`src/sv/assert_macros.svh`:
```
// Assertion macros shared by the display window decode RTL.
// Plain text macros; no other dependencies.
`ifndef ASSERT_MACROS_SVH
`define ASSERT_MACROS_SVH

// Clocked assertion, disabled while reset is low, with a fixed report.
`define DWGD_ASSERT(lbl, clk, rstn, prop) \
    lbl: assert property (@(posedge clk) disable iff (!rstn) prop) \
        else $error("dwgd assertion failed");

// Same, with a caller-supplied message string.
`define DWGD_ASSERT_MSG(lbl, clk, rstn, prop, msg) \
    lbl: assert property (@(posedge clk) disable iff (!rstn) prop) \
        else $error(msg);

`endif

```
`src/sv/dwgd_pkg.sv`:
```
// Types and constants for the display window geometry decode.
// No dependencies; used by the interfaces, the decode and the top level.
package dwgd_pkg;

    localparam int unsigned GEOM_W     = 11;
    localparam int unsigned FIELD_W    = 16;
    localparam int unsigned APB_ADDR_W = 3;
    localparam int unsigned APB_DATA_W = 32;

    // End of the visible lines: the vertical stop is clamped to it, a start at or past it holds
    localparam logic [GEOM_W-1:0] MAX_LINES = 11'd313;

    // Register index for the configuration port
    localparam logic [0:0] REG_ECS_CHIP = 1'b0;

    typedef struct packed {
        logic [GEOM_W-1:0] left;
        logic [GEOM_W-1:0] right;
        logic [GEOM_W-1:0] top;
        logic [GEOM_W-1:0] bottom;
        logic [GEOM_W-1:0] width;
        logic [GEOM_W-1:0] height;
    } t_geom;

    localparam t_geom GEOM_RESET = '{
        left:   11'd0,
        right:  11'd320,
        top:    11'd0,
        bottom: 11'd256,
        width:  11'd320,
        height: 11'd256
    };

    typedef struct packed {
        logic [FIELD_W-1:0] window_start;
        logic [FIELD_W-1:0] window_stop;
        logic [FIELD_W-1:0] window_high;
        logic [FIELD_W-1:0] bitplane_control;
    } t_regs;

endpackage

```
`src/sv/dwgd_in_if.sv`:
```
// Input channel: one beat carries the four window/bitplane register values.
// Depends on dwgd_pkg.
interface dwgd_in_if import dwgd_pkg::*; ();
    logic               valid;
    logic               ready;
    logic [FIELD_W-1:0] window_start;
    logic [FIELD_W-1:0] window_stop;
    logic [FIELD_W-1:0] window_high;
    logic [FIELD_W-1:0] bitplane_control;

    modport source (output valid, window_start, window_stop, window_high,
                    bitplane_control, input ready);
    modport sink   (input valid, window_start, window_stop, window_high,
                    bitplane_control, output ready);
endinterface

```
`src/sv/dwgd_out_if.sv`:
```
// Output channel: one beat carries the latched window geometry and held flag.
// Depends on dwgd_pkg.
interface dwgd_out_if import dwgd_pkg::*; ();
    logic              valid;
    logic              ready;
    logic [GEOM_W-1:0] left_edge;
    logic [GEOM_W-1:0] right_edge;
    logic [GEOM_W-1:0] top_line;
    logic [GEOM_W-1:0] bottom_line;
    logic [GEOM_W-1:0] frame_width;
    logic [GEOM_W-1:0] frame_height;
    logic              held;

    modport source (output valid, left_edge, right_edge, top_line, bottom_line,
                    frame_width, frame_height, held, input ready);
    modport sink   (input valid, left_edge, right_edge, top_line, bottom_line,
                    frame_width, frame_height, held, output ready);
endinterface

```
`src/sv/display_window_geometry_decode_unit.sv`:
```
// Display window geometry decode, top level: APB config, in/out channels.
// Result beat is registered from the accepted input beat; throughput one beat/cycle unless the result stalls.
// Decode runs in one combinational pass into the kept geometry registers.
// Input is taken whenever the result register is empty or being drained.
// Synchronous active-low reset: ecs_chip 0, geometry 0/320/0/256/320/256.
// Depends on dwgd_pkg, dwgd_in_if, dwgd_out_if, dwgd_decode, assert_macros.svh.
`include "assert_macros.svh"

module display_window_geometry_decode_unit import dwgd_pkg::*; (
    input  logic                  i_clk,
    input  logic                  i_rst_n,
    dwgd_in_if.sink               i_item,
    dwgd_out_if.source            o_result,
    input  logic                  psel,
    input  logic                  penable,
    input  logic                  pwrite,
    input  logic [APB_ADDR_W-1:0] paddr,
    input  logic [APB_DATA_W-1:0] pwdata,
    output logic [APB_DATA_W-1:0] prdata,
    output logic                  pready
);

    logic  r_ecs_chip;
    t_geom r_geom;
    logic  r_held;
    logic  r_out_valid;

    t_geom n_geom;
    logic  n_held;
    t_regs regs;
    logic  in_fire, cfg_wr, reg_sel;

    // registers sit on 4-byte steps; bit 2 selects the register
    assign reg_sel = (paddr[2:2] == REG_ECS_CHIP);
    assign pready  = 1'b1;
    assign cfg_wr  = psel && penable && pwrite && pready && reg_sel;
    assign prdata  = reg_sel ? {{(APB_DATA_W-1){1'b0}}, r_ecs_chip} : '0;

    assign i_item.ready = !r_out_valid || o_result.ready;
    assign in_fire      = i_item.valid && i_item.ready;

    assign regs.window_start     = i_item.window_start;
    assign regs.window_stop      = i_item.window_stop;
    assign regs.window_high      = i_item.window_high;
    assign regs.bitplane_control = i_item.bitplane_control;

    dwgd_decode u_decode (
        .i_ecs_chip (r_ecs_chip),
        .i_regs     (regs),
        .i_kept     (r_geom),
        .o_geom     (n_geom),
        .o_held     (n_held)
    );

    always_ff @(posedge i_clk) begin
        if (!i_rst_n) begin
            r_ecs_chip  <= 1'b0;
            r_geom      <= GEOM_RESET;
            r_held      <= 1'b0;
            r_out_valid <= 1'b0;
        end else begin
            if (cfg_wr) begin
                r_ecs_chip <= pwdata[0];
            end
            if (in_fire) begin
                r_geom      <= n_geom;
                r_held      <= n_held;
                r_out_valid <= 1'b1;
            end else if (o_result.ready) begin
                r_out_valid <= 1'b0;
            end
        end
    end

    // kept geometry doubles as the result payload
    assign o_result.valid        = r_out_valid;
    assign o_result.left_edge    = r_geom.left;
    assign o_result.right_edge   = r_geom.right;
    assign o_result.top_line     = r_geom.top;
    assign o_result.bottom_line  = r_geom.bottom;
    assign o_result.frame_width  = r_geom.width;
    assign o_result.frame_height = r_geom.height;
    assign o_result.held         = r_held;

    `DWGD_ASSERT(a_beat_makes_result, i_clk, i_rst_n, in_fire |=> r_out_valid)
    `DWGD_ASSERT_MSG(a_held_keeps_geom, i_clk, i_rst_n,
        (in_fire && n_held) |=> $stable(r_geom), "held beat changed geometry")
    `DWGD_ASSERT_MSG(a_stall_keeps_geom, i_clk, i_rst_n,
        (r_out_valid && !o_result.ready) |=> ($stable(r_geom) && r_out_valid),
        "stalled result changed")
    `DWGD_ASSERT_MSG(a_bottom_clamped, i_clk, i_rst_n,
        r_geom.bottom <= MAX_LINES, "bottom line past last line")
    `DWGD_ASSERT(a_geom_nonzero, i_clk, i_rst_n,
        (r_geom.width != '0) && (r_geom.height != '0))

endmodule

```
`src/sv/dwgd_decode.sv`:
```
// Combinational window decode: register values plus kept geometry in,
// next geometry and held flag out. Depends on dwgd_pkg.
module dwgd_decode import dwgd_pkg::*; (
    input  logic  i_ecs_chip,
    input  t_regs i_regs,
    input  t_geom i_kept,
    output t_geom o_geom,
    output logic  o_held
);

    logic        hires, depth_zero, start_ones, have_geom, ext;
    logic [8:0]  hs0, he0, hs2, he2;
    logic [10:0] vs0, ve0;
    logic [11:0] ve1, ve2, ve3;
    logic [9:0]  he1, hspan1, span;
    logic [11:0] vspan1;
    logic        fallback, short_top, past_last;
    logic [10:0] left_s, span_s, height;
    t_geom       fresh;

    always_comb begin
        hires      = i_regs.bitplane_control[15];
        depth_zero = (i_regs.bitplane_control != '0) &&
                     (i_regs.bitplane_control[14:12] == 3'd0);
        start_ones = (i_regs.window_start == 16'hFFFF);
        have_geom  = (i_kept.width != '0) && (i_kept.height != '0);
        ext        = i_ecs_chip && (i_regs.window_high != '0);

        if (ext) begin
            hs0 = {i_regs.window_high[5], i_regs.window_start[7:0]};
            vs0 = {i_regs.window_high[2:0], i_regs.window_start[15:8]};
            he0 = {i_regs.window_high[13], i_regs.window_stop[7:0]};
            ve0 = {i_regs.window_high[10:8], i_regs.window_stop[15:8]};
        end else begin
            // original form: horizontal stop bit 8 implied set
            hs0 = {1'b0, i_regs.window_start[7:0]};
            vs0 = {3'b0, i_regs.window_start[15:8]};
            he0 = {1'b1, i_regs.window_stop[7:0]};
            ve0 = {3'b0, i_regs.window_stop[15:8]};
        end

        // stops not past the start wrap by 256
        ve1 = (ve0 <= vs0) ? ({1'b0, ve0} + 12'd256) : {1'b0, ve0};
        he1 = (he0 <= hs0) ? ({1'b0, he0} + 10'd256) : {1'b0, he0};

        hspan1   = he1 - {1'b0, hs0};
        fallback = ext && (he1 > {1'b0, hs0}) && (hspan1 > 10'd512);
        if (fallback) begin
            // bit 8 set keeps the stop above any 8-bit start
            hs2 = {1'b0, i_regs.window_start[7:0]};
            he2 = {1'b1, i_regs.window_stop[7:0]};
        end else begin
            hs2 = hs0;
            he2 = he1[8:0];
        end
        // he1 can exceed 9 bits only when no fallback and ext; keep full span
        span = fallback ? ({1'b0, he2} - {1'b0, hs2})
             : ((he1 > {1'b0, hs0}) ? hspan1 : 10'd320);

        vspan1    = ve1 - {1'b0, vs0};
        short_top = !ext && (vspan1 < 12'd128) && (vs0 < 11'd32);
        ve2       = short_top ? ({1'b0, vs0} + 12'd256) : ve1;

        past_last = (vs0 >= MAX_LINES);
        ve3       = (ve2 > {1'b0, MAX_LINES}) ? {1'b0, MAX_LINES} : ve2;

        left_s = hires ? {1'b0, hs2, 1'b0} : {2'b0, hs2};
        span_s = hires ? {span, 1'b0} : {1'b0, span};
        height = (ve3 > {1'b0, vs0}) ? 11'(ve3 - {1'b0, vs0}) : 11'd256;

        fresh.left   = left_s;
        fresh.right  = left_s + span_s;
        fresh.top    = vs0;
        fresh.bottom = ve3[10:0];
        fresh.width  = span_s;
        fresh.height = height;

        o_held = ((depth_zero || start_ones) && have_geom) || past_last;
        o_geom = o_held ? i_kept : fresh;
    end

endmodule

```
`src/flat_wrapper.sv`:
```
// flat-port wrapper written by rule: the top's interface ports become plain ports
module display_window_geometry_decode_unit_flat import dwgd_pkg::*;
  (i_clk, i_rst_n, psel, penable, pwrite, paddr, pwdata, prdata, pready, i_item_valid, i_item_window_start, i_item_window_stop, i_item_window_high, i_item_bitplane_control, i_item_ready, o_result_valid, o_result_left_edge, o_result_right_edge, o_result_top_line, o_result_bottom_line, o_result_frame_width, o_result_frame_height, o_result_held, o_result_ready);
  dwgd_in_if i_item_i ();
  dwgd_out_if o_result_i ();
  input  logic i_clk;
  input  logic i_rst_n;
  input  logic psel;
  input  logic penable;
  input  logic pwrite;
  input  logic [APB_ADDR_W-1:0] paddr;
  input  logic [APB_DATA_W-1:0] pwdata;
  output logic [APB_DATA_W-1:0] prdata;
  output logic pready;
  input wire logic [$bits(i_item_i.valid)-1:0] i_item_valid;
  input wire logic [$bits(i_item_i.window_start)-1:0] i_item_window_start;
  input wire logic [$bits(i_item_i.window_stop)-1:0] i_item_window_stop;
  input wire logic [$bits(i_item_i.window_high)-1:0] i_item_window_high;
  input wire logic [$bits(i_item_i.bitplane_control)-1:0] i_item_bitplane_control;
  output wire logic [$bits(i_item_i.ready)-1:0] i_item_ready;
  output wire logic [$bits(o_result_i.valid)-1:0] o_result_valid;
  output wire logic [$bits(o_result_i.left_edge)-1:0] o_result_left_edge;
  output wire logic [$bits(o_result_i.right_edge)-1:0] o_result_right_edge;
  output wire logic [$bits(o_result_i.top_line)-1:0] o_result_top_line;
  output wire logic [$bits(o_result_i.bottom_line)-1:0] o_result_bottom_line;
  output wire logic [$bits(o_result_i.frame_width)-1:0] o_result_frame_width;
  output wire logic [$bits(o_result_i.frame_height)-1:0] o_result_frame_height;
  output wire logic [$bits(o_result_i.held)-1:0] o_result_held;
  input wire logic [$bits(o_result_i.ready)-1:0] o_result_ready;
  assign i_item_i.valid = i_item_valid;
  assign i_item_i.window_start = i_item_window_start;
  assign i_item_i.window_stop = i_item_window_stop;
  assign i_item_i.window_high = i_item_window_high;
  assign i_item_i.bitplane_control = i_item_bitplane_control;
  assign i_item_ready = i_item_i.ready;
  assign o_result_valid = o_result_i.valid;
  assign o_result_left_edge = o_result_i.left_edge;
  assign o_result_right_edge = o_result_i.right_edge;
  assign o_result_top_line = o_result_i.top_line;
  assign o_result_bottom_line = o_result_i.bottom_line;
  assign o_result_frame_width = o_result_i.frame_width;
  assign o_result_frame_height = o_result_i.frame_height;
  assign o_result_held = o_result_i.held;
  assign o_result_i.ready = o_result_ready;
  display_window_geometry_decode_unit u_core (.i_clk(i_clk), .i_rst_n(i_rst_n), .i_item(i_item_i), .o_result(o_result_i), .psel(psel), .penable(penable), .pwrite(pwrite), .paddr(paddr), .pwdata(pwdata), .prdata(prdata), .pready(pready));
endmodule
```
`config.mk`:
```
export PLATFORM = sky130hd
export DESIGN_NAME = display_window_geometry_decode_unit_flat
export DESIGN_NICKNAME = d
export VERILOG_FILES = /design/src/sv/dwgd_pkg.sv /design/src/sv/dwgd_in_if.sv /design/src/sv/dwgd_out_if.sv /design/src/sv/display_window_geometry_decode_unit.sv /design/src/sv/dwgd_decode.sv /design/src/flat_wrapper.sv
export VERILOG_INCLUDE_DIRS = /design/src /design/src/sv
export SDC_FILE = /design/constraint.sdc
export NUM_CORES = 1
export LEC_CHECK = 0
export ABC_AREA = 1
export BUFFER_PORTS_ARGS = -buffer_cell sky130_fd_sc_hd__buf_2
export CAP_MARGIN = 10
export CORE_UTILIZATION = 45
export DETAILED_ROUTE_END_ITERATION = 8
export PLACE_DENSITY = 0.82
export SLEW_MARGIN = 20
export SYNTH_ARGS = -nofsm -noshare
export SYNTH_HDL_FRONTEND = slang
export SYNTH_SLANG_ARGS = --single-unit
```
`constraint.sdc`:
```
create_clock -name i_clk -period 16.06 [get_ports i_clk]
set_input_delay 0 -clock i_clk [delete_from_list [all_inputs] [get_ports i_clk]]
set_output_delay 0 -clock i_clk [all_outputs]
set_load 0.05 [all_outputs]
```
==> results.yml <==
status:
  outcome: "finished, final reports clean"
floorplanning:
  coreArea_mm2: 0.0120
  die_w_um: 113
  ioPinCount: 208
  rows: 40
  die_area_mm2: 0.0128
  fp.dieH_um: 113
  start_util_pct: 46.1
clock_tree:
  clock_latency_ps: 340
  cts_resized: 0
  hold_buffers: 4
  cts_root_buffer: "clkbuf_16"
  htree_levels: 3
  cts_buffer_depth: 2
  cts_setup_buffers: 0
  cts_inserted_buffers: 9
  cts_tree: "yes"
  path_clk_slew_ps: 60
  clock_sinks: 68
worst_setup_path:
  endpoint_kind: "register"
  crit_fanout: 10
  critPathSlowestCell: "or2_0"
  worstSetupPathType: "register to register"
  crit_arrival_ps: 6780
  required_ps: 16290
  r2r-start: "u_core.r_ecs_chip"
  worstSetupStartpointType: "register"
  startpoint: "u_core.r_ecs_chip"
  crit_path_frequent_cell: "nand2_1"
  slowest_delay_ps: 490
logic_synthesis:
  synth-seq-cells: 68
  synth-compound-area-share_pct: 15.1
  synth-simple-area-share_pct: 30.0
  yosys.area_share.adder_pct: 12.7
  synth_top_area_cell: "dfxtp_1"
  synth_warnings: 0
  muxShareOfSynthArea_pct: 0
  synth_edf_count: 0
  synth_cell_types: 49
  synth.area.top_cells: "dfxtp_1 (25%), nand2_1 (13%), ha_1 (11%)"
  netlist_instances: 816
  avgSynthCellArea_um2: 6.79
  ys.flop_type: "dfxtp_1"
  ys_seq_area_share_pct: 24.6
  synth_xor_area_share_pct: 3.63
  synth_top_family_by_area: "simple AND/OR/NAND/NOR gates"
  syn_area_mm2: 0.00554
  synth-async-reset-ratio_pct: 0
  synth_top_cell_area_share_pct: 24.6
power_and_ir_drop:
  p_int_uw: 413
  seq_power_share_pct: 27.7
  netSwitchingPower_uw: 291
  comb_power_share_pct: 41.5
  p_per_area_mw_per_mm2: 107
  p_sw_share_pct: 41.4
  vdd_drop_max_mv: 0.0637
  p_clk_share_pct: 30.9
  p_leak_nw: 3.55
detailed_routing:
  firstDrtPassIters: 5
  drtAntennaViolNets: 0
  routed_via_density: 5.14
  finalWirelength_um: 15100
  drtIter0Drc: 333
  vias: 5699
  drc: 0
  wl_per_cell_um: 13.6
finish:
  multi_input_area_mm2: 0.00354
  syn2layout_area_growth_pct: 19.0
  regArea_mm2: 0.00136
  drive_above_1_share_pct: 20.7
  n_antenna_cell: 0
  finalNonFillerCells: 1109
  nets: 1117
  nFillCells: 1178
grt:
  antenna_found_initial: 0
  grt_max_degree: 49
  top_usage_layer: "met2"
  grt_pass1_wl_um: 24200
  gr-total-overflow: 0
  grt_use_met2_pct: 40.3
  grt_usage_pct: 23.8
  grt_use_met3_pct: 4.50
  met1_usage_pct: 30.3
  grt_pass1_vias: 5107
timing:
  tightest_slew_ps: 889
  fmax_mhz: 153
  final_hold_viol_count: 0
  worst_slack_ps: 9510
  fin_crit_sh_pct: 40.8
  slew_headroom_pct: 40.6
  finalCriticalPeriod_ps: 6550
  rsz0062_at_grt: "false"
  setup_viol: 0
  finalClockSkew_ps: 11.6
  maxSlewViolCount: 0
  setup-tns-final_ps: 0
min_path:
  min_from: "i_item_window_start[13]"
  hp-class: "input pin to register"
placement:
  port_buffers: 141
  dp_slack_ps: 9640
  hpwl_um: 12000
  dp.cells: 1089
  globalplace.congestion: 0.942
run:
  maxCapViolCount: 0
==> path summary, 6_finish.rpt <==
kind         slack [ps]  cells past startpoint                               to
min reg2reg         420                      2   u_core.o_result.bottom_line[9]
max reg2reg        9510                     35  u_core.o_result.frame_height[8]
min                  20                      3      u_core.o_result.top_line[5]
max                9510                     35  u_core.o_result.frame_height[8]
==> critical path, delay by kind of cell (launching register included) <==
kind	cells	cell delay, ps
compound gates	8	1510
fa+ha+maj	4	1340
buf+inv	5	370
flops	1	440
simple gates	18	2760
==> state kept, by name, summed over array words and instances (netlist names) <==
name	count
u_core.o_result.frame_height	11
u_core.r_ecs_chip	1
u_core.o_result.right_edge	11
u_core.o_result.valid	1
u_core.o_result.held	1
u_core.o_result.left_edge	10
u_core.o_result.bottom_line	11
u_core.o_result.frame_width	11
u_core.o_result.top_line	11
==> per-layer routing <==
metal  wire (µm)  vias to the layer above
li1            -                     2895
met1        6660                     2581
met2        7060                      195
met3         970                       28
met4         366                        0
met5           0                        -
==> layout make-up <==
cell class,instances,share of cell area [%]
inverters,117,6.66
clock buffers,10,3.62
flip-flops and latches,68,20.6
well taps,147,2.79
repair buffers,145,11.3
multi-input cells,616,53.7
clock inverters,6,1.33
==> cells by family (layout without fill, tap and decap cells) <==
group	count (synthesis)	count (layout)
AO/OA/AOI/OAI	137	137
XOR/XNOR	23	23
adder cells (fa/ha/maj)	54	54
buffers and inverters	165	278
flip-flops	68	68
other	2	35
AND/OR/NAND/NOR	367	367
==> metrics by stage <==
stage / util, % / power [mW] / cell area (µm²) / hold slack, ps
2_1_floorplan: - / 0.430 / 5670 / 134
5_1_grt: 54.9 / 0.744 / 6600 / 37.8
4_1_cts: 54.9 / 0.705 / 6600 / 11.9
3_5_place_dp: 51.9 / 0.486 / 6230 / 264
3_3_place_gp: 51.9 / 0.482 / 6230 / 263
6_report: 54.9 / 0.704 / 6600 / 24.6
==> cell usage in the layout (no fill, tap or decap), drive strengths merged <==
cell type and instances:
nor4 8, nor3 12, nor2 66, fa 4, nand3b 1, dfxtp 68
o211ai 4, o22a 3, a21o 1, o22ai 7, and2 1, o31ai 2
nand2 211, o221ai 1, a31oi 2, o311a 1, o21ai 48, o2111ai 1
or2 6, xor2 14, bufinv 2, conb 35, a21boi 2, clkbuf 10
a21oi 41, nand4 19, inv 117, o21a 1, clkinvlp 3, clkinv 1
o21bai 5, ha 50, xnor2 9, buf 141, a22o 18, nand3 43
dlygate4sd3 4
==> synth_stat cells (7+ instances only) <==
cell,number
a21oi_1,39
a22o_1,18
buf_2,7
buf_4,35
dfxtp_1,68
ha_1,50
inv_1,110
inv_2,7
nand2_1,195
nand2_2,12
nand3_1,40
nand4_1,18
nor2_1,59
nor3_1,11
nor4_1,8
o21ai_0,29
o21ai_1,18
o22ai_1,7
xnor2_1,9
xor2_1,14
==> power groups by stage <==
stage | clock (mW) | combinational, mW | sequential [mW]
global placement | 0 | 0.284 | 0.198
global route | 0.227 | 0.320 | 0.196
detailed placement | 0 | 0.288 | 0.198
finish | 0.217 | 0.292 | 0.195
CTS | 0.221 | 0.290 | 0.195
floorplan | 0 | 0.179 | 0.251
Power figures use the tool's default switching activity.
